$ cat src/hw/rtl/bmts_pkg.sv
package bmts_pkg;

   localparam int COORD_W          = 40;
   localparam int SCALE_W          = 32;
   localparam int EXT_W            = 40;
   localparam int IDX_W            = 8;
   localparam int SCORE_W          = 63;
   localparam int RATIO_W          = 16;
   localparam int PIXEL_SHIFT      = 8;
   localparam int ZOOM_OUT_LIMIT   = 400;
   localparam int CHUNK_W          = 14;
   localparam int CSR_INDEX_W      = 3;
   localparam int DEFAULT_MAX_MAPS = 256;
   localparam int QUEUE_DEPTH      = 2;

   localparam logic [SCALE_W-1:0] VIEW_SCALE_RESET = SCALE_W'(65536);

   typedef enum logic [CSR_INDEX_W-1:0] {
      CSR_QUERY_START_NORTH = 3'd0,
      CSR_QUERY_START_EAST  = 3'd1,
      CSR_QUERY_END_NORTH   = 3'd2,
      CSR_QUERY_END_EAST    = 3'd3,
      CSR_VIEW_SCALE        = 3'd4
   } csr_index_type;

   typedef enum logic [1:0] {
      JOB_SKIP,
      JOB_FULL,
      JOB_DIV
   } job_kind_type;

   typedef struct packed {
      logic signed [COORD_W-1:0] start_north;
      logic signed [COORD_W-1:0] start_east;
      logic signed [COORD_W-1:0] end_north;
      logic signed [COORD_W-1:0] end_east;
      logic [SCALE_W-1:0]        view_scale;
   } query_type;

   typedef struct packed {
      job_kind_type       kind;
      logic [EXT_W-1:0]   extent_north;
      logic [EXT_W-1:0]   extent_east;
      logic [SCALE_W-1:0] numerator;
      logic [SCALE_W-1:0] denominator;
      logic [IDX_W-1:0]   index;
      logic               last;
   } job_type;

endpackage

$ cat src/hw/rtl/bmts_queue.sv
module bmts_queue (
   input  logic              clock,
   input  logic              reset,
   input  logic              push_valid,
   input  bmts_pkg::job_type push_job,
   output logic              queue_full,
   output logic              pop_valid,
   input  logic              pop,
   output bmts_pkg::job_type pop_job
);

   localparam int DEPTH = bmts_pkg::QUEUE_DEPTH;
   localparam int PTR_W = $clog2(DEPTH);
   localparam int CNT_W = $clog2(DEPTH + 1);

   bmts_pkg::job_type entry_ff [DEPTH];
   logic [PTR_W-1:0]  wr_ptr_ff, wr_ptr_in, rd_ptr_ff, rd_ptr_in;
   logic [CNT_W-1:0]  count_ff, count_in;
   logic              push_ok, pop_ok;

   assign queue_full = (count_ff == CNT_W'(DEPTH));
   assign pop_valid  = (count_ff != '0);
   assign push_ok    = push_valid & ~queue_full;
   assign pop_ok     = pop & pop_valid;
   assign pop_job    = entry_ff[rd_ptr_ff];

   always_comb begin
      wr_ptr_in = wr_ptr_ff;
      rd_ptr_in = rd_ptr_ff;
      count_in  = count_ff;
      if (push_ok) begin
         wr_ptr_in = (wr_ptr_ff == PTR_W'(DEPTH - 1)) ? '0 : wr_ptr_ff + PTR_W'(1);
      end
      if (pop_ok) begin
         rd_ptr_in = (rd_ptr_ff == PTR_W'(DEPTH - 1)) ? '0 : rd_ptr_ff + PTR_W'(1);
      end
      if (push_ok && !pop_ok) begin
         count_in = count_ff + CNT_W'(1);
      end else if (pop_ok && !push_ok) begin
         count_in = count_ff - CNT_W'(1);
      end
   end

   always_ff @(posedge clock) begin
      if (reset) begin
         wr_ptr_ff <= '0;
         rd_ptr_ff <= '0;
         count_ff  <= '0;
      end else begin
         wr_ptr_ff <= wr_ptr_in;
         rd_ptr_ff <= rd_ptr_in;
         count_ff  <= count_in;
      end
   end

   always_ff @(posedge clock) begin
      if (push_ok) begin
         entry_ff[wr_ptr_ff] <= push_job;
      end
   end

endmodule

$ cat config.mk
export PLATFORM = sky130hd
export DESIGN_NAME = bmts_queue
export DESIGN_NICKNAME = d
export VERILOG_FILES = /design/src/hw/rtl/bmts_pkg.sv /design/src/hw/rtl/bmts_queue.sv
export SDC_FILE = /design/constraint.sdc
export NUM_CORES = 1
export LEC_CHECK = 0
export ABC_AREA = 1
export BUFFER_PORTS_ARGS = -buffer_cell sky130_fd_sc_hd__buf_2
export CAP_MARGIN = 20
export CORE_MARGIN = 1
export CORE_UTILIZATION = 56
export DETAILED_ROUTE_END_ITERATION = 10
export GPL_ROUTABILITY_DRIVEN = 1
export PLACE_DENSITY = 0.88
export SLEW_MARGIN = 20
export SYNTH_ARGS = -nofsm -noshare
export SYNTH_HDL_FRONTEND = slang
export SYNTH_SLANG_ARGS = --single-unit
$ cat constraint.sdc
create_clock -name clock -period 20 [get_ports clock]
set_input_delay 1 -clock clock [delete_from_list [all_inputs] [get_ports clock]]
set_output_delay 1 -clock clock [all_outputs]
set_load 0.01 [all_outputs]
==> impl_metrics.csv, run 1 <==
group,metric,value,unit
yosys,yosysUniqueCellTypes,13,
sta,fin_crit_sh,0.205,
yosys,yosys-top-cells-area,"edfxtp_1, mux2_2, clkbuf_8",
routing,via_per_inst,5.13,
cts,cts_resized,0,
yosys,yosysTopAreaCell,"edfxtp_1",
die,die_height,145,um
grt,grt_antenna_before_repair,3,
cells_and_area,layout.cells.non_filler,1149,
yosys,netlist_area,11500,um^2
cts,post_cts_buffers,0,
sta,max_freq,244,MHz
placement,dp_cells,1092,
routing,wl_per_cell,18.2,um
die,start_util,0.571,
cells_and_area,num-nets-final,1015,
cells_and_area,multi_input_area,1870,um^2
setup_path,path_max_fanout,79,
yosys,post_synth.cell_area_avg,22.2,um^2
sta,layout_setup_ws,15910,ps
sta,worstMarginPinSlew,1070,ps
routing,wl_met3,1.59,mm
power,ir_worst_vdd,116,uV
routing,drtIter0Drc,313,
grt,grt_pass1_vias,5945,
yosys,yosysSeqAreaShare,0.817,
die,core_area,20200,um^2
setup_path,cp-end-kind,"output pin",
setup_path,start_kind,"flip-flop",
sta,maxSlewHeadroom,0.285,
cts,cts_tree,"built",
cells_and_area,regArea,9410,um^2
grt,groute.usage.overall,0.194,
sta,drv_slew,0,
cts,h-tree-depth,1,
min_path,hold_path_class,"reg2reg",
cells_and_area,fill_cells,1198,
routing,dr_total_vias,5892,
grt,grt_max_degree,82,
die,die_w,145,um
cells_and_area,final_layout_size_suffix_gt1_frac,0.596,
yosys,synth_nets,679,
grt,overflow,0,
sta,rsz0062_at_grt,"false",
grt,grt_pass1_wl,31.3,mm
power,power,1.84,mW
placement,place_hpwl,13.1,mm
cts,cts_sinks,315,
setup_path,arrival,3090,ps
die,row_count,52,
placement,port_buffers,315,
cts,numCtsBuffers,30,
setup_path,crit_type,"reg2out",
cts,hold_buffers,0,
routing,routed.top_layer,"met4",
sta,fin_crit,4090,ps
routing,drc_errors,0,
sta,finalHoldViolations,0,
cts,root_buffer,"clkbuf_16",
placement,dp_slack,16270,ps
cts,cts_buffer_depth,3,
routing,antenna_left,0,
cells_and_area,final_area,14400,um^2
sta,fin_worst_skew,6.88,ps
placement,gp_congestion,0.746,
yosys,ys_ff_latch,315,
sta,finalSetupViolations,0,
cells_and_area,fin_util,0.712,
routing,wl_met2,10.6,mm
sta,holdWs,553,ps
cts,clock_latency,530,ps
power,p_leak,5.37,nW
run_status,outcome,"finished, final reports clean",
setup_path,crit_required,19000,ps
cts,clkSlewWorstSetupHoldPaths,60,ps
die,die-area,21100,um^2
power,p_per_area,128,nW/um^2
die,io_pins,316,
yosys,synth_warnings,0,
yosys,synthCells,519,
routing,drt_wl_total,20.9,mm
placement,post_dp_cell_area,13300,um^2
run,maxCapViolCount,0,
sta,fin_tns_setup,0,ps
routing,dr.pass1.iters,4,
yosys,synth.top_cell.area_share,0.808,
routing,wl_met1,7.88,mm
cells_and_area,syn2layout_area_growth,24.7,%
cells by family (layout without fill, tap and decap cells):
logic type / count (synthesis) / count (layout) / synth area share
adders and majority gates: 1 / 1 / 0.00109
buffers and inverters: 25 / 382 / 0.0218
other: 0 / 3 / 0
muxes: 155 / 155 / 0.152
and+or+nand+nor: 18 / 18 / 0.00630
DFF: 315 / 315 / 0.817
AOI/OAI and AO/OA: 5 / 5 / 0.00217
registers in the layout, indices dropped and copies added, names as in the netlist, named ones only:
| name | cells |
|---|---|
| count_ff | 2 |
| entry_ff | 310 |
| rd_ptr_ff | 1 |
| wr_ptr_ff | 1 |
cells in the mapped netlist:
library cell  count
nand4_1           1
nand3_1           2
buf_6             5
nor2_1            8
mux2_2          155
o21ai_0           3
inv_1             8
edfxtp_1        310
dfxtp_1           5
ha_1              1
nand2_1           7
clkbuf_8         12
a21oi_1           2
critical path, cell delays in order (launching register included):
cell     delay, ps
dfxtp_4        980
buf_4          880
mux2_2         430
buf_2          140
worst paths after layout:
| kind | startpoint | to | slack (ps) | depth (start not counted) |
|---|---|---|---|---|
| max | flip-flop | pop_job[27] | 15910 | 3 |
| min | wr_ptr_ff | wr_ptr_ff | 550 | 2 |
| max reg2reg | count_ff[1] | entry_ff[1][63] | 16950 | 5 |
| min reg2reg | wr_ptr_ff | wr_ptr_ff | 550 | 2 |
layout by cell type, fill, tap and decap left out, types with 6 or more instances in the layout:
cell / n
clkbuf_16: 31
edfxtp_1: 310
inv_1: 8
nor2_1: 6
bufinv_16: 7
nand2_1: 7
buf_2: 315
mux2_2: 155
metal layers:
metal / vias to the layer above / track usage
li1: 2734 / -
met1: 2813 / 0.236
met2: 288 / 0.334
met3: 57 / 0.0451
met4: 0 / 0.0816
met5: - / 0
cell type report:
class	instances	share of cell area
Tap cell	270	0.0235
Antenna cell	3	0.000523
Clock buffer	36	0.0553
Timing Repair Buffer	321	0.114
Clock inverter	17	0.0182
Sequential cell	315	0.656
Inverter	8	0.00209
Multi-Input combinational cell	179	0.130
report_power, final:
group          total [mW]  internal [mW]  switching [mW]
Combinational       0.371          0.171           0.200
Sequential          0.872          0.836          0.0359
Clock               0.595          0.371           0.225
Total                1.84           1.38           0.461
Power figures use the tool's default switching activity.
==> run 2, diff against run 1 <==
CORE_UTILIZATION = 47   (was 56)
PLACE_DENSITY = 0.79   (was 0.88)
clock period = 3.4 ns   (was 20 ns; I/O delays follow)
==> run 2 against run 1 <==
Net effect:
- sequential power grew to 5.8 times the previous value
- register-to-register slack worse by 16000 ps
- total power grew to 5.8 times the previous value
- sequential cell count stayed put
- hold slack worse by 280 ps
- final area is 11% higher
- via count is 11% higher
- non-clock buffer count is 157 higher
- clock power grew to 5.3 times the previous value
- combinational power grew to 6.6 times the previous value
- count of clock-buffer cells in the layout is 2 higher
==> impl_metrics.csv, run 2 (same netlist as run 1, synthesis figures left out) <==
group,metric,value,unit
run_status,outcome,"finished, final reports clean",
cells_and_area,num-nets-final,1173,
sta,max_freq,437,MHz
cells_and_area,final_layout_size_suffix_gt1_frac,0.501,
cts,cts_resized,0,
routing,drc_errors,0,
cts,clkSlewWorstSetupHoldPaths,60,ps
setup_path,path_max_fanout,67,
routing,wl_met3,1.56,mm
die,start_util,0.485,
routing,dr_total_vias,6549,
die,die_w,159,um
grt,grt_pass1_vias,7026,
power,p_per_area,670,nW/um^2
routing,routed.top_layer,"met4",
min_path,hold_path_class,"in2reg",
sta,holdWs,274,ps
setup_path,crit_required,3230,ps
die,die_height,159,um
grt,grt_pass1_wl,35.5,mm
placement,gp_congestion,0.725,
routing,drt_wl_total,23.9,mm
cts,root_buffer,"clkbuf_16",
cts,clock_latency,540,ps
die,row_count,56,
sta,maxSlewHeadroom,0.489,
placement,port_buffers,315,
cells_and_area,final_cell_mix,"buf_2, edfxtp_1, dlygate4sd3_1",
sta,finalHoldViolations,0,
setup_path,start_kind,"flip-flop",
setup_path,arrival,2120,ps
routing,antenna_left,0,
routing,wl_met1,8.54,mm
sta,worstMarginPinSlew,758,ps
cells_and_area,syn2layout_area_growth,38.3,%
cts,cts_buffer_depth,3,
cts,cts_sinks,315,
die,core_area,23800,um^2
cells_and_area,largest_register_ff_count,310,
cells_and_area,reg_top3,"entry_ff (310), count_ff (2)",
power,ir_worst_vdd,577,uV
routing,via_per_inst,4.83,
sta,drv_slew,0,
die,io_pins,316,
placement,place_hpwl,13.8,mm
cts,post_cts_buffers,0,
power,p_leak,6.00,nW
cts,h-tree-depth,1,
grt,grt_max_degree,87,
sta,fin_crit,2290,ps
die,die-area,25100,um^2
sta,fin_worst_skew,19.4,ps
cells_and_area,fin_util,0.671,
sta,fin_crit_sh,0.673,
cts,numCtsBuffers,31,
setup_path,cp-end-kind,"output pin",
cts,cts_tree,"built",
routing,drtIter0Drc,328,
cells_and_area,layout_commonest_cell,"buf_2",
cells_and_area,regMostFlops,"entry_ff",
run,maxCapViolCount,0,
sta,finalSetupViolations,0,
grt,grt_antenna_before_repair,2,
grt,groute.usage.overall,0.186,
grt,overflow,0,
routing,wl_per_cell,17.6,um
sta,rsz0062_at_grt,"false",
routing,dr.pass1.iters,6,
setup_path,crit_type,"reg2out",
cts,hold_buffers,157,
routing,wl_met2,12.8,mm
## run 2: cell types whose count changed in the layout (fill, tap and decap cells not counted), sizes merged
cell	delta
dlygate4sd3	+157
clkinv	+7
bufinv	-5
clkbuf	+2
clkinvlp	-2
diode	-1
inv	+1
## run 2: path summary, 6_finish.rpt
kind	to	from	slack [ps]	cells after the start
min	wr_ptr_ff	push_valid	270	4
max reg2reg	count_ff[1]	count_ff[1]	1420	9
min reg2reg	rd_ptr_ff	rd_ptr_ff	510	2
max	pop_job[103]	flip-flop	1110	3
## run 2: report_power, final
part | switching [mW] | total, mW | internal, mW
clock network | 1.35 | 3.16 | 1.82
registers | 0.150 | 5.06 | 4.91
logic | 1.30 | 2.45 | 1.15
total | 2.80 | 10.7 | 7.87
## run 2: worst max-delay path, stage by stage, from the launching register on
cell	delay (ps)
dfxtp_4	570
buf_12	350
mux2_2	400
buf_2	140
## run 2: area by class of cell
cell class	instances	area [um^2]
clock inverters	18	139
flip-flops and latches	315	9410
repair buffers	478	3270
well taps	319	399
diodes	2	5.00
clock buffers	38	802
fillers	1565	7830
inverters	8	30.0
multi-input cells	179	1870
## run 2: through the flow
stage	worst slack [ps]	TNS [ps]	total power [mW]	cell area [um^2]	std cells
after floorplan	-1660	-514340	6.65	11500	519
after global placement	1590	0	7.39	13400	1142
after global routing	1020	0	11.1	15900	1357
after CTS	1100	0	10.8	15900	1355
final	1110	0	10.7	15900	1357
after detailed placement	1480	0	7.44	13400	1142
## run 2: per-layer routing
metal	vias up	global-route usage
li1	3049	-
met1	3183	0.194
met2	252	0.354
met3	65	0.0455
met4	0	0.0755
met5	-	0
