==> config.mk <==
export PLATFORM = sky130hd
export DESIGN_NAME = bmts_front
export DESIGN_NICKNAME = d
export VERILOG_FILES = /design/src/hw/rtl/bmts_pkg.sv /design/src/hw/rtl/bmts_front.sv
export SDC_FILE = /design/constraint.sdc
export NUM_CORES = 1
export LEC_CHECK = 0
export ABC_AREA = 1
export BUFFER_PORTS_ARGS = -buffer_cell sky130_fd_sc_hd__buf_2
export CAP_MARGIN = 30
export CORE_UTILIZATION = 37
export DETAILED_ROUTE_END_ITERATION = 8
export HOLD_SLACK_MARGIN = 0.12
export PLACE_DENSITY = 0.56
export SYNTH_ARGS = -nofsm -noshare
export SYNTH_HDL_FRONTEND = slang
export SYNTH_SLANG_ARGS = --single-unit
==> constraint.sdc <==
create_clock -name clock -period 20.6 [get_ports clock]
set_input_delay 1.03 -clock clock [delete_from_list [all_inputs] [get_ports clock]]
set_output_delay 1.03 -clock clock [all_outputs]
set_load 0.005 [all_outputs]
==> src/hw/rtl/bmts_pkg.sv <==
package bmts_pkg;

   localparam int COORD_W          = 40;
   localparam int SCALE_W          = 32;
   localparam int EXT_W            = 40;
   localparam int IDX_W            = 8;
   localparam int SCORE_W          = 63;
   localparam int RATIO_W          = 16;
   localparam int PIXEL_SHIFT      = 8;
   localparam int ZOOM_OUT_LIMIT   = 400;
   localparam int CHUNK_W          = 14;
   localparam int CSR_INDEX_W      = 3;
   localparam int DEFAULT_MAX_MAPS = 256;
   localparam int QUEUE_DEPTH      = 2;

   localparam logic [SCALE_W-1:0] VIEW_SCALE_RESET = SCALE_W'(65536);

   typedef enum logic [CSR_INDEX_W-1:0] {
      CSR_QUERY_START_NORTH = 3'd0,
      CSR_QUERY_START_EAST  = 3'd1,
      CSR_QUERY_END_NORTH   = 3'd2,
      CSR_QUERY_END_EAST    = 3'd3,
      CSR_VIEW_SCALE        = 3'd4
   } csr_index_type;

   typedef enum logic [1:0] {
      JOB_SKIP,
      JOB_FULL,
      JOB_DIV
   } job_kind_type;

   typedef struct packed {
      logic signed [COORD_W-1:0] start_north;
      logic signed [COORD_W-1:0] start_east;
      logic signed [COORD_W-1:0] end_north;
      logic signed [COORD_W-1:0] end_east;
      logic [SCALE_W-1:0]        view_scale;
   } query_type;

   typedef struct packed {
      job_kind_type       kind;
      logic [EXT_W-1:0]   extent_north;
      logic [EXT_W-1:0]   extent_east;
      logic [SCALE_W-1:0] numerator;
      logic [SCALE_W-1:0] denominator;
      logic [IDX_W-1:0]   index;
      logic               last;
   } job_type;

endpackage

==> src/hw/rtl/bmts_front.sv <==
module bmts_front #(
   parameter int MAX_MAPS = bmts_pkg::DEFAULT_MAX_MAPS
) (
   input  logic                                  clock,
   input  logic                                  reset,
   input  bmts_pkg::query_type                   query,
   input  logic                                  req_valid,
   output logic                                  req_stall,
   input  logic signed [bmts_pkg::COORD_W-1:0]   req_map_start_north,
   input  logic signed [bmts_pkg::COORD_W-1:0]   req_map_start_east,
   input  logic signed [bmts_pkg::COORD_W-1:0]   req_map_end_north,
   input  logic signed [bmts_pkg::COORD_W-1:0]   req_map_end_east,
   input  logic [bmts_pkg::SCALE_W-1:0]          req_map_scale_horizontal,
   input  logic [bmts_pkg::SCALE_W-1:0]          req_map_scale_vertical,
   input  logic                                  req_last_map,
   output logic                                  push_valid,
   output bmts_pkg::job_type                     push_job,
   input  logic                                  queue_full
);

   localparam int COORD_W = bmts_pkg::COORD_W;
   localparam int SCALE_W = bmts_pkg::SCALE_W;
   localparam int EXT_W   = bmts_pkg::EXT_W;
   localparam int IDX_W   = bmts_pkg::IDX_W;
   localparam int PIX_W   = EXT_W + bmts_pkg::PIXEL_SHIFT;
   localparam int ZOOM_W  = SCALE_W + 9;
   localparam int POS_W   = $clog2(MAX_MAPS + 1);

   typedef enum logic [1:0] {
      F_IDLE,
      F_CLIP,
      F_EXTENT,
      F_TEST
   } front_state_type;

   front_state_type state_ff, state_in;
   logic [POS_W-1:0] pos_ff, pos_in;

   logic signed [COORD_W-1:0] map_start_north_ff, map_start_east_ff;
   logic signed [COORD_W-1:0] map_end_north_ff, map_end_east_ff;
   logic [SCALE_W-1:0]        scale_h_ff, scale_v_ff;
   logic                      last_ff, eligible_ff;
   logic [IDX_W-1:0]          index_ff, index_in;

   logic signed [COORD_W-1:0] clip_start_north_ff, clip_start_east_ff;
   logic signed [COORD_W-1:0] clip_end_north_ff, clip_end_east_ff;
   logic signed [COORD_W-1:0] clip_start_north_in, clip_start_east_in;
   logic signed [COORD_W-1:0] clip_end_north_in, clip_end_east_in;
   logic signed [EXT_W:0]     ext_north_ff, ext_east_ff, ext_north_in, ext_east_in;

   logic                      accept, eligible;
   logic [IDX_W+POS_W-1:0]    pos_wide;
   logic [EXT_W-1:0]          udn, ude;
   logic                      negative, pixel_fail, zoom_out, scale_equal, scale_above;
   logic [ZOOM_W-1:0]         scale_v_x400;

   assign req_stall = (state_ff != F_IDLE);
   assign accept    = req_valid & ~req_stall;
   assign eligible  = (pos_ff < POS_W'(MAX_MAPS));
   assign pos_wide  = {{IDX_W{1'b0}}, pos_ff};
   assign index_in  = pos_wide[IDX_W-1:0];

   always_comb begin
      state_in = state_ff;
      pos_in   = pos_ff;
      case (state_ff)
         F_IDLE: begin
            if (accept) begin
               state_in = F_CLIP;
               if (req_last_map) begin
                  pos_in = '0;
               end else if (eligible) begin
                  pos_in = pos_ff + POS_W'(1);
               end
            end
         end
         F_CLIP:   state_in = F_EXTENT;
         F_EXTENT: state_in = F_TEST;
         F_TEST: begin
            if (!queue_full) begin
               state_in = F_IDLE;
            end
         end
         default: state_in = F_IDLE;
      endcase
   end

   always_ff @(posedge clock) begin
      if (reset) begin
         state_ff <= F_IDLE;
         pos_ff   <= '0;
      end else begin
         state_ff <= state_in;
         pos_ff   <= pos_in;
      end
   end

   // clip to the query area: larger start, smaller end
   assign clip_start_north_in = (query.start_north > map_start_north_ff) ?
                                query.start_north : map_start_north_ff;
   assign clip_start_east_in  = (query.start_east > map_start_east_ff) ?
                                query.start_east : map_start_east_ff;
   assign clip_end_north_in   = (query.end_north < map_end_north_ff) ?
                                query.end_north : map_end_north_ff;
   assign clip_end_east_in    = (query.end_east < map_end_east_ff) ?
                                query.end_east : map_end_east_ff;

   assign ext_north_in = (EXT_W+1)'(clip_end_north_ff) - (EXT_W+1)'(clip_start_north_ff);
   assign ext_east_in  = (EXT_W+1)'(clip_end_east_ff) - (EXT_W+1)'(clip_start_east_ff);

   always_ff @(posedge clock) begin
      if (accept) begin
         map_start_north_ff <= req_map_start_north;
         map_start_east_ff  <= req_map_start_east;
         map_end_north_ff   <= req_map_end_north;
         map_end_east_ff    <= req_map_end_east;
         scale_h_ff         <= req_map_scale_horizontal;
         scale_v_ff         <= req_map_scale_vertical;
         last_ff            <= req_last_map;
         eligible_ff        <= eligible;
         index_ff           <= index_in;
      end
      clip_start_north_ff <= clip_start_north_in;
      clip_start_east_ff  <= clip_start_east_in;
      clip_end_north_ff   <= clip_end_north_in;
      clip_end_east_ff    <= clip_end_east_in;
      ext_north_ff        <= ext_north_in;
      ext_east_ff         <= ext_east_in;
   end

   // classification: overlap tests and which ratio path applies
   assign udn      = ext_north_ff[EXT_W-1:0];
   assign ude      = ext_east_ff[EXT_W-1:0];
   assign negative = ext_north_ff[EXT_W] | ext_east_ff[EXT_W];

   assign pixel_fail =
      ({udn, {bmts_pkg::PIXEL_SHIFT{1'b0}}} < PIX_W'(query.view_scale)) |
      ({ude, {bmts_pkg::PIXEL_SHIFT{1'b0}}} < PIX_W'(query.view_scale)) |
      ({udn, {bmts_pkg::PIXEL_SHIFT{1'b0}}} < PIX_W'(scale_v_ff)) |
      ({ude, {bmts_pkg::PIXEL_SHIFT{1'b0}}} < PIX_W'(scale_h_ff));

   assign scale_v_x400 = ZOOM_W'(scale_v_ff) * ZOOM_W'(bmts_pkg::ZOOM_OUT_LIMIT);
   assign zoom_out     = (scale_v_x400 < ZOOM_W'(query.view_scale));
   assign scale_equal  = (scale_v_ff == query.view_scale);
   assign scale_above  = (scale_v_ff > query.view_scale);

   always_comb begin
      push_job.extent_north = udn;
      push_job.extent_east  = ude;
      push_job.numerator    = scale_above ? query.view_scale : scale_v_ff;
      push_job.denominator  = scale_above ? scale_v_ff : query.view_scale;
      push_job.index        = index_ff;
      push_job.last         = last_ff;
      if (!eligible_ff || negative || pixel_fail) begin
         push_job.kind = bmts_pkg::JOB_SKIP;
      end else if (scale_equal) begin
         push_job.kind = bmts_pkg::JOB_FULL;
      end else if (!scale_above && zoom_out) begin
         push_job.kind = bmts_pkg::JOB_SKIP;
      end else begin
         push_job.kind = bmts_pkg::JOB_DIV;
      end
   end

   assign push_valid = (state_ff == F_TEST);

endmodule

==> impl_metrics.json <==
{
  "ys.flop_type": "dfxtp_1",
  "core_area_sq_mm": 0.08892,
  "yosysSeqAreaShare_pct": 36.20,
  "track_usage_pct": 24.59,
  "crit_type": "flop to primary output",
  "synth_edf_count": 234,
  "vias": 29740,
  "dp_hpwl_mm": 95.28,
  "clock_sink_count": 487,
  "worst_slew_pin_slew_ps": 965.1,
  "die_w_um": 302.5,
  "postCtsSetupBuffers": 0,
  "crit_path_end_kind": "primary output",
  "timing.slew.headroom_pct": 35.47,
  "status": "finished clean",
  "post_drt_wl_per_cell_um": 19.49,
  "fin_util_pct": 43.92,
  "yosysMostFrequentCell": "nand2_1",
  "instances_no_fill": 5899,
  "area_growth_pct": 16.93,
  "fin_hold_ws_ps": 465.8,
  "placed_cells": 5775,
  "drc_errors": 0,
  "r2r-start": "map_start_north_ff[39]$_DFFE_PP_",
  "cap_violations": 0,
  "syn_area_per_cell_sq_um": 8.009,
  "max_stage_delay_ps": 500,
  "final_nets": 5624,
  "synthesis.instances": 4170,
  "rsz0062_at_grt": "no",
  "clk_latency_ps": 640,
  "path_common_cell": "nand2_1",
  "grt-ovfl-total": 0,
  "yosys-top-cells-area": "edfxtp_1, ha_1, dfxtp_1",
  "synth_top_area_cell": "edfxtp_1",
  "vdd_drop_max_mv": 0.1514,
  "cp_data_arrival_time_ps": 5160,
  "dpl_cell_area_sq_mm": 0.03696,
  "htree_levels": 2,
  "grt_pass1_wl_mm": 170.1,
  "fin_total_pwr_mw": 6.781,
  "fp.dieArea_sq_mm": 0.09148,
  "drt_iter0_drc": 1959,
  "multi_input_area_sq_mm": 0.01776,
  "cts_buffers": 59,
  "power.leakage_nw": 20.06,
  "synth_nets": 5123,
  "power_density_mw_per_mm2": 173.6,
  "dieHeight_um": 302.5,
  "cts_resized": 0,
  "met1Wirelength_mm": 51.14,
  "design_area_sq_mm": 0.03905,
  "wl_mm": 114.9,
  "async_flop_share_pct": 0,
  "period_needed_ps": 6192,
  "setup_slack_ps": 14410,
  "drive_gt1_share_pct": 15.00,
  "skew_ps": 21.32,
  "ant_nets": 0,
  "start_util_pct": 37.56,
  "yosysTopAreaCellShare_pct": 21.04,
  "gp_congestion": 0.9385,
  "drt_first_pass_iters": 6,
  "cts_buffer_depth": 3,
  "clk_pin_slew_worst_paths_ps": 70,
  "cts_tree": "built",
  "hp-class": "flop to flop",
  "via_per_inst": 5.042,
  "ys_types": 42,
  "slew_violations": 0,
  "period_share_pct": 30.06,
  "dr_wl_met3_mm": 7.151,
  "cp-start-kind": "flop",
  "synth_common_cells": "nand2_1, inv_1, ha_1",
  "ff_latch_area_sq_mm": 0.01209,
  "cp-startpoint": "scale_v_ff[5]$_DFFE_PP_",
  "hold_viol": 0,
  "yosysWarnings": 0,
  "port_buffers": 577,
  "grt_antenna_before_repair": 34,
  "wl_met2_mm": 53.70,
  "crit_fanout": 6,
  "synth_area_sq_mm": 0.03340,
  "n_fill_cell": 9082,
  "max_clock_freq_mhz": 161.5,
  "rows": 109,
  "setup_tns_ps": 0,
  "cp_slowest_cell": "edfxtp_1",
  "synth_seq_cells": 487,
  "pin_count": 578,
  "grt_pass1_vias": 28750,
  "post-place-ws_ps": 15020,
  "grt_max_degree": 127,
  "clk_root_buffer_cell": "clkbuf_16",
  "min-delay-start": "map_start_east_ff[25]$_DFFE_PP_",
  "cts_hold_buffers": 0,
  "setup_viol": 0,
  "dr.max_layer_used": "met5",
  "crit_required_ps": 19570
}
[flip-flops by register name, summed over array words and instances, names as in the netlist]
name / cells
scale_h_ff: 32
clip_end_north_ff: 40
ext_east_ff: 41
ext_north_ff: 41
map_start_east_ff: 40
map_end_east_ff: 40
index_ff: 8
pos_ff: 9
clip_end_east_ff: 40
last_ff: 1
map_start_north_ff: 40
clip_start_north_ff: 40
map_end_north_ff: 40
clip_start_east_ff: 40
eligible_ff: 1
scale_v_ff: 32
state_ff: 2
[power by group]
| group | internal (mW) | total, mW | switching [mW] | leakage, nW |
|---|---|---|---|---|
| combinational | 1.40 | 3.98 | 2.58 | 14.7 |
| clock | 0.637 | 1.08 | 0.446 | 1.02 |
| sequential | 1.41 | 1.72 | 0.305 | 4.34 |
| total | 3.45 | 6.78 | 3.33 | 20.1 |
[final cells by class]
class                           instances  area share [%]
Inverter                              694           6.690
Antenna cell                           13         0.08330
Clock buffer                           82           4.498
Clock inverter                         29          0.7753
Multi-Input combinational cell       2834           45.49
Sequential cell                       487           30.96
Tap cell                             1165           3.732
Timing Repair Buffer                  595           7.772
[worst max-delay path: cells and delay by family, from the launching register on]
family                     cells  cell delay, ps
adders and majority gates      5            1780
and+or+nand+nor               14            1410
DFF                            1             500
AOI/OAI and AO/OA              3             390
buffers and inverters          4             290
xor gates and xnor gates       1             170
[metal layers]
layer / up-vias / track usage (%)
li1: 14790 / -
met1: 13870 / 32.74
met2: 891 / 41.40
met3: 162 / 3.831
met4: 26 / 6.365
met5: - / 0
[placed cells by master (no fill, tap or decap), types with 68 or more instances in the layout]
cell type  Yosys  final
nand2_1      868    867
xor2_1        68     68
nand3_1      293    293
a21oi_1      310    310
edfxtp_1     234    234
nor2_1       263    263
dfxtp_1      253    253
inv_1        693    692
o21ai_0      204    204
ha_1         503    503
nand4_1       84     84
buf_2         36    577
[cells by family (layout without fill, tap and decap cells)]
group / Yosys count / count (layout) / share of synthesized area [%]
and+or+nand+nor: 1579 / 1579 / 19.92
buffers and inverters: 849 / 1400 / 10.63
AOI/OAI and AO/OA: 629 / 629 / 10.20
adders and majority gates: 532 / 532 / 20.58
DFF: 487 / 487 / 36.20
xor gates and xnor gates: 94 / 94 / 2.465
other: 0 / 13 / 0
[worst paths after layout]
check                                                  endpoint  slack (ps)  depth (start not counted)
worst max register to register  clip_start_north_ff[11]$_DFF_P_       17290                         17
worst min register to register   clip_start_east_ff[25]$_DFF_P_         470                          2
worst min-delay path             clip_start_east_ff[25]$_DFF_P_         470                          2
worst max-delay path                              push_job[154]       14410                         27
Power figures use the tool's default switching activity.
