===== src/hw/rtl/bmts_pkg.sv =====
package bmts_pkg;

   localparam int COORD_W          = 40;
   localparam int SCALE_W          = 32;
   localparam int EXT_W            = 40;
   localparam int IDX_W            = 8;
   localparam int SCORE_W          = 63;
   localparam int RATIO_W          = 16;
   localparam int PIXEL_SHIFT      = 8;
   localparam int ZOOM_OUT_LIMIT   = 400;
   localparam int CHUNK_W          = 14;
   localparam int CSR_INDEX_W      = 3;
   localparam int DEFAULT_MAX_MAPS = 256;
   localparam int QUEUE_DEPTH      = 2;

   localparam logic [SCALE_W-1:0] VIEW_SCALE_RESET = SCALE_W'(65536);

   typedef enum logic [CSR_INDEX_W-1:0] {
      CSR_QUERY_START_NORTH = 3'd0,
      CSR_QUERY_START_EAST  = 3'd1,
      CSR_QUERY_END_NORTH   = 3'd2,
      CSR_QUERY_END_EAST    = 3'd3,
      CSR_VIEW_SCALE        = 3'd4
   } csr_index_type;

   typedef enum logic [1:0] {
      JOB_SKIP,
      JOB_FULL,
      JOB_DIV
   } job_kind_type;

   typedef struct packed {
      logic signed [COORD_W-1:0] start_north;
      logic signed [COORD_W-1:0] start_east;
      logic signed [COORD_W-1:0] end_north;
      logic signed [COORD_W-1:0] end_east;
      logic [SCALE_W-1:0]        view_scale;
   } query_type;

   typedef struct packed {
      job_kind_type       kind;
      logic [EXT_W-1:0]   extent_north;
      logic [EXT_W-1:0]   extent_east;
      logic [SCALE_W-1:0] numerator;
      logic [SCALE_W-1:0] denominator;
      logic [IDX_W-1:0]   index;
      logic               last;
   } job_type;

endpackage


===== src/hw/rtl/bmts_back.sv =====
module bmts_back (
   input  logic                          clock,
   input  logic                          reset,
   input  logic                          job_valid,
   input  bmts_pkg::job_type             job,
   output logic                          job_pop,
   output logic                          rsp_valid,
   input  logic                          rsp_stall,
   output logic                          rsp_map_found,
   output logic [bmts_pkg::IDX_W-1:0]    rsp_best_map_index,
   output logic [bmts_pkg::SCORE_W-1:0]  rsp_best_score
);

   localparam int EXT_W       = bmts_pkg::EXT_W;
   localparam int SCALE_W     = bmts_pkg::SCALE_W;
   localparam int RATIO_W     = bmts_pkg::RATIO_W;
   localparam int SCORE_W     = bmts_pkg::SCORE_W;
   localparam int IDX_W       = bmts_pkg::IDX_W;
   localparam int CHUNK_W     = bmts_pkg::CHUNK_W;
   localparam int CHUNKS      = (EXT_W + CHUNK_W - 1) / CHUNK_W;
   localparam int CHUNK_CNT_W = $clog2(CHUNKS);
   localparam int STEP_W      = $clog2(RATIO_W);
   localparam int PROD_W      = EXT_W + RATIO_W;
   localparam int PP_W        = PROD_W + CHUNK_W;
   localparam int ACC_W       = 2 * EXT_W + RATIO_W;
   localparam int DROP        = RATIO_W + 1;

   typedef enum logic [2:0] {
      B_IDLE,
      B_DIVIDE,
      B_PRODUCT,
      B_ACCUMULATE,
      B_SATURATE,
      B_UPDATE
   } back_state_type;

   back_state_type           state_ff, state_in;
   bmts_pkg::job_type        job_ff, job_in;
   logic [SCALE_W:0]         rem_ff, rem_in;
   logic [RATIO_W-1:0]       quot_ff, quot_in;
   logic [STEP_W-1:0]        step_ff, step_in;
   logic [CHUNK_CNT_W-1:0]   chunk_ff, chunk_in;
   logic [PROD_W-1:0]        prod_ff, prod_in;
   logic [ACC_W-1:0]         acc_ff, acc_in;
   logic [SCORE_W-1:0]       score_ff, score_in;
   logic [SCORE_W-1:0]       best_score_ff, best_score_in;
   logic [IDX_W-1:0]         best_index_ff, best_index_in;
   logic                     best_valid_ff, best_valid_in;
   logic                     rsp_valid_ff, rsp_valid_in;
   logic                     rsp_found_ff, rsp_found_in;
   logic [IDX_W-1:0]         rsp_index_ff, rsp_index_in;
   logic [SCORE_W-1:0]       rsp_score_ff, rsp_score_in;

   logic [SCALE_W:0]         rem_shift;
   logic                     take;
   logic [CHUNKS*CHUNK_W-1:0] east_pad;
   logic [CHUNK_W-1:0]       chunk_val;
   logic [PP_W-1:0]          partial;
   logic                     better;
   logic [SCORE_W-1:0]       new_score;
   logic [IDX_W-1:0]         new_index;
   logic                     new_valid;

   // restoring divider step, remainder always below the divisor
   assign rem_shift = {rem_ff[SCALE_W-1:0], 1'b0};
   assign take      = (rem_shift >= {1'b0, job_ff.denominator});

   assign east_pad  = (CHUNKS*CHUNK_W)'(job_ff.extent_east);
   assign chunk_val = east_pad[chunk_ff*CHUNK_W +: CHUNK_W];
   assign partial   = PP_W'(prod_ff) * PP_W'(chunk_val);

   assign better    = (score_ff > best_score_ff);
   assign new_score = better ? score_ff : best_score_ff;
   assign new_index = better ? job_ff.index : best_index_ff;
   assign new_valid = better | best_valid_ff;

   always_comb begin
      state_in      = state_ff;
      job_in        = job_ff;
      rem_in        = rem_ff;
      quot_in       = quot_ff;
      step_in       = step_ff;
      chunk_in      = chunk_ff;
      prod_in       = prod_ff;
      acc_in        = acc_ff;
      score_in      = score_ff;
      best_score_in = best_score_ff;
      best_index_in = best_index_ff;
      best_valid_in = best_valid_ff;
      rsp_valid_in  = rsp_valid_ff & rsp_stall;
      rsp_found_in  = rsp_found_ff;
      rsp_index_in  = rsp_index_ff;
      rsp_score_in  = rsp_score_ff;
      job_pop       = 1'b0;
      case (state_ff)
         B_IDLE: begin
            if (job_valid) begin
               job_pop  = 1'b1;
               job_in   = job;
               rem_in   = {1'b0, job.numerator};
               quot_in  = (job.kind == bmts_pkg::JOB_FULL) ? '1 : '0;
               step_in  = '0;
               score_in = '0;
               case (job.kind)
                  bmts_pkg::JOB_DIV:  state_in = B_DIVIDE;
                  bmts_pkg::JOB_FULL: state_in = B_PRODUCT;
                  default:            state_in = B_UPDATE;
               endcase
            end
         end
         B_DIVIDE: begin
            rem_in  = take ? rem_shift - {1'b0, job_ff.denominator} : rem_shift;
            quot_in = {quot_ff[RATIO_W-2:0], take};
            step_in = step_ff + STEP_W'(1);
            if (step_ff == STEP_W'(RATIO_W - 1)) begin
               state_in = B_PRODUCT;
            end
         end
         B_PRODUCT: begin
            prod_in  = PROD_W'(job_ff.extent_north) * PROD_W'(quot_ff);
            acc_in   = '0;
            chunk_in = '0;
            state_in = B_ACCUMULATE;
         end
         B_ACCUMULATE: begin
            // one slice of the east extent per cycle
            acc_in   = acc_ff + (ACC_W'(partial) << (chunk_ff * CHUNK_W));
            chunk_in = chunk_ff + CHUNK_CNT_W'(1);
            if (chunk_ff == CHUNK_CNT_W'(CHUNKS - 1)) begin
               state_in = B_SATURATE;
            end
         end
         B_SATURATE: begin
            score_in = (|acc_ff[ACC_W-1:DROP+SCORE_W]) ? '1 : acc_ff[DROP+SCORE_W-1:DROP];
            state_in = B_UPDATE;
         end
         B_UPDATE: begin
            if (!job_ff.last) begin
               best_score_in = new_score;
               best_index_in = new_index;
               best_valid_in = new_valid;
               state_in      = B_IDLE;
            end else if (!rsp_valid_ff || !rsp_stall) begin
               rsp_valid_in  = 1'b1;
               rsp_found_in  = new_valid;
               rsp_index_in  = new_index;
               rsp_score_in  = new_score;
               best_score_in = '0;
               best_index_in = '0;
               best_valid_in = 1'b0;
               state_in      = B_IDLE;
            end
         end
         default: state_in = B_IDLE;
      endcase
   end

   always_ff @(posedge clock) begin
      if (reset) begin
         state_ff      <= B_IDLE;
         best_score_ff <= '0;
         best_index_ff <= '0;
         best_valid_ff <= 1'b0;
         rsp_valid_ff  <= 1'b0;
      end else begin
         state_ff      <= state_in;
         best_score_ff <= best_score_in;
         best_index_ff <= best_index_in;
         best_valid_ff <= best_valid_in;
         rsp_valid_ff  <= rsp_valid_in;
      end
      job_ff       <= job_in;
      rem_ff       <= rem_in;
      quot_ff      <= quot_in;
      step_ff      <= step_in;
      chunk_ff     <= chunk_in;
      prod_ff      <= prod_in;
      acc_ff       <= acc_in;
      score_ff     <= score_in;
      rsp_found_ff <= rsp_found_in;
      rsp_index_ff <= rsp_index_in;
      rsp_score_ff <= rsp_score_in;
   end

   assign rsp_valid          = rsp_valid_ff;
   assign rsp_map_found      = rsp_found_ff;
   assign rsp_best_map_index = rsp_index_ff;
   assign rsp_best_score     = rsp_score_ff;

endmodule


===== config.mk =====
export PLATFORM = sky130hd
export DESIGN_NAME = bmts_back
export DESIGN_NICKNAME = d
export VERILOG_FILES = /design/src/hw/rtl/bmts_pkg.sv /design/src/hw/rtl/bmts_back.sv
export SDC_FILE = /design/constraint.sdc
export NUM_CORES = 2
export LEC_CHECK = 0
export BUFFER_PORTS_ARGS = -buffer_cell sky130_fd_sc_hd__buf_2
export CORE_ASPECT_RATIO = 1.2
export CORE_MARGIN = 4
export CORE_UTILIZATION = 50
export DETAILED_ROUTE_END_ITERATION = 8
export PLACE_DENSITY = 0.66
export SYNTH_ARGS = -nofsm -noshare
export SYNTH_HDL_FRONTEND = slang
export SYNTH_SLANG_ARGS = --single-unit

===== constraint.sdc =====
create_clock -name clock -period 24.8 [get_ports clock]
set_input_delay 3.72 -clock clock [delete_from_list [all_inputs] [get_ports clock]]
set_output_delay 3.72 -clock clock [all_outputs]
set_load 0.005 [all_outputs]

==> results_dict.tcl <==
set metrics [dict create \
    tightest_slew_ns 1.119 \
    start_kind "register" \
    cp.required_ns 25.24 \
    drtAntennaViolNets 0 \
    finalHoldViolCount 0 \
    setup_violations 0 \
    ys_types 96 \
    final.min_clock_period_ns 14.21 \
    synth_seq_cells 538 \
    dp_hpwl_um 172900 \
    viasPerCell 5.800 \
    hold_class "register to register" \
    min_from "best_score_ff[11]$_SDFFE_PP0P_" \
    synthCells 8308 \
    drt_iter0_markers 4434 \
    stdcell_count 10244 \
    fin_util_pct 53.76 \
    die_w_um 364.4 \
    core_um2 151100 \
    cts_root_buf "clkbuf_16" \
    grt_pass1_vias 63258 \
    fin_setup_tns_ns 0 \
    endpoint "acc_ff[94]$_SDFFCE_PP0P_" \
    cp_slowest_stage_delay_ns 0.90 \
    num_rows 156 \
    rsz0062_at_grt "false" \
    status "complete, no violations" \
    num_vias 59419 \
    h-tree-depth 3 \
    worst-path-buf-inv 6 \
    path_max_fanout 56 \
    synth.top_cells.by_area "fa_1 (31%), edfxtp_1 (18%), ha_1 (7.6%)" \
    cts_resized 0 \
    fin_crit_sh_pct 57.30 \
    path_clk_slew_ns 0.07 \
    slew_headroom_pct 24.42 \
    maxSlewViolCount 0 \
    ioPinCount 233 \
    clkLatencyLatePin_ns 0.69 \
    cp-startpoint "chunk_ff[0]$_SDFFCE_PP0P_" \
    grt-ovfl-total 0 \
    grt_max_degree 94 \
    critPathTopFamily "compound AO/OA/AOI/OAI gates" \
    initial_utilization_pct 50.45 \
    crit_cells 44 \
    cts_sinks 538 \
    final_area_um2 81220 \
    post_cts_buffers 0 \
    track_usage_pct 28.74 \
    drc 0 \
    fp.dieH_um 435.7 \
    yosys_warnings 0 \
    wl_per_cell_um 22.01 \
    yosys.area.top_type "fa_1" \
    syn_avg_cell_area_um2 9.174 \
    crit_slowest_cell "nor2_2" \
    syn_area_um2 76220 \
    antenna_found_initial 2 \
    nNetsFinal 10010 \
    fmax_ghz 0.07037 \
    fill_cells 13745 \
    arrival_ns 14.65 \
    rr_worst_depth 44 \
    synth_edf_count 462 \
    io_buffers 232 \
    placed_cell_area_um2 78870 \
    cts_tree "done" \
    syn_to_final_growth_pct 6.560 \
    r2r_slack_ns 10.59 \
    dp_cells 10121 \
    r2r_end "acc_ff[94]$_SDFFCE_PP0P_" \
    syn-num-nets 10104 \
    grt_pass1_wl_um 356900 \
    synthFlopType "edfxtp_1" \
    dieArea_um2 158800 \
    end_kind "register" \
    max_cap_viol_count 0 \
    reg2reg_from "chunk_ff[0]$_SDFFCE_PP0P_" \
    yosysSeqAreaShare_pct 20.20 \
    drive_gt1_share_pct 6.642 \
    crit_type "register to register" \
    cts_buffers 66 \
    skew_ns 0.06591 \
    ctsHoldBuffers 0 \
    drt_pass1_iterations 8 \
    synth_top_area_share_pct 30.92 \
    path_common_cell "fa_1" \
    synthArstFlopShare_pct 0 \
    routabilityCongestion 0.9641 \
    postRouteWirelength_um 225500 \
    cts_buffer_depth 3 \
]
[layout by cell type, fill, tap and decap left out, drive strengths merged, types with 21 or more instances in the layout]
cell | synthesis | routed
mux2i | 121 | 121
o22ai | 26 | 26
edfxtp | 462 | 462
nand3 | 64 | 64
fa | 1177 | 1177
a22o | 80 | 80
a21o | 180 | 180
a21oi | 330 | 330
a221oi | 21 | 21
buf | 45 | 308
o21ai | 314 | 314
clkbuf | 425 | 88
dfxtp | 76 | 76
and3 | 38 | 38
o211ai | 25 | 25
a211oi | 47 | 47
nor2 | 475 | 475
inv | 1243 | 1248
xnor2 | 149 | 149
xor2 | 80 | 80
nand4 | 80 | 80
o21bai | 46 | 46
nor2b | 36 | 36
nand2 | 1332 | 1332
mux2 | 42 | 42
mux4 | 22 | 22
and2 | 482 | 482
a31oi | 31 | 31
nor3 | 56 | 56
ha | 460 | 460
nand2b | 33 | 33
o21a | 56 | 56
[worst reg2reg max path, delay by kind of cell (launching register included)]
| kind | cells | cell delay [ns] |
|---|---|---|
| AO/OA/AOI/OAI | 15 | 4.08 |
| XOR/XNOR | 1 | 0.25 |
| adder cells (fa/ha/maj) | 8 | 4.05 |
| buffers and inverters | 6 | 1.02 |
| flip-flops | 1 | 0.36 |
| multiplexers | 3 | 0.65 |
| AND/OR/NAND/NOR | 11 | 3.56 |
[cell usage after synthesis (all sizes together) (149+ instances only)]
| library cell | n |
|---|---|
| clkbuf | 425 |
| a21oi | 330 |
| inv | 1243 |
| nor2 | 475 |
| ha | 460 |
| fa | 1177 |
| a21o | 180 |
| xnor2 | 149 |
| edfxtp | 462 |
| and2 | 482 |
| nand2 | 1332 |
| o21ai | 314 |
[flip-flops by register name, summed over array words and instances, names as in the netlist, 32 cells and up]
name and cells:
best_score_ff 63, prod_ff 56, rem_ff 32, job_ff 81
rsp_best_score 63, score_ff 63, acc_ff 96, east_pad 40
[per-stage QoR]
step	setup WS [ns]	hold slack, ns
2_1_floorplan	13.40	0.4453
3_3_place_gp	10.71	0.4577
3_5_place_dp	10.69	0.4647
4_1_cts	10.65	0.4824
5_1_grt	9.835	0.4958
6_report	10.59	0.4773
[worst min path at each step]
stage / to / slack [ns] / cells past startpoint
finish: best_score_ff[11]$_SDFFE_PP0P_ / 0.48 / 1
detailed placement: best_score_ff[12]$_SDFFE_PP0P_ / 0.46 / 1
global placement: best_index_ff[6]$_SDFFE_PP0P_ / 0.46 / 1
global route: best_score_ff[33]$_SDFFE_PP0P_ / 0.50 / 1
CTS: best_score_ff[25]$_SDFFE_PP0P_ / 0.48 / 1
floorplan: best_index_ff[0]$_SDFFE_PP0P_ / 0.45 / 1
[layout make-up]
| class | instances | area, um2 | share of cell area, % |
|---|---|---|---|
| Timing Repair Buffer | 308 | 1732 | 2.132 |
| Inverter | 1244 | 4674 | 5.756 |
| Clock inverter | 32 | 516.7 | 0.6363 |
| Antenna cell | 3 | 7.507 | 0.009243 |
| Sequential cell | 538 | 15390 | 18.96 |
| Tap cell | 1975 | 2471 | 3.043 |
| Clock buffer | 88 | 1827 | 2.249 |
| Multi-Input combinational cell | 6056 | 54590 | 67.22 |
[layer usage]
metal | global-route usage, % | wire length [um] | vias to the layer above
met2 | 49.80 | 112400 | 2152
met3 | 3.496 | 13170 | 597
met4 | 13.94 | 12290 | 0
li1 | - | - | 26630
met1 | 35.59 | 87620 | 30040
met5 | 0 | 0 | -
[cells by family after synthesis]
| kind of cell | count (synthesis) | share of synthesized area [%] |
|---|---|---|
| AO/OA/AOI/OAI | 1327 | 11.40 |
| XOR/XNOR | 229 | 2.632 |
| adder cells (fa/ha/maj) | 1637 | 38.47 |
| AND/OR/NAND/NOR | 2678 | 15.96 |
| multiplexers | 185 | 2.860 |
| flip-flops | 538 | 20.20 |
| buffers and inverters | 1714 | 8.474 |
Power is left out: the tool's default activity adds up to more than one toggle a clock period on the data nets, which glitch-free logic cannot reach.
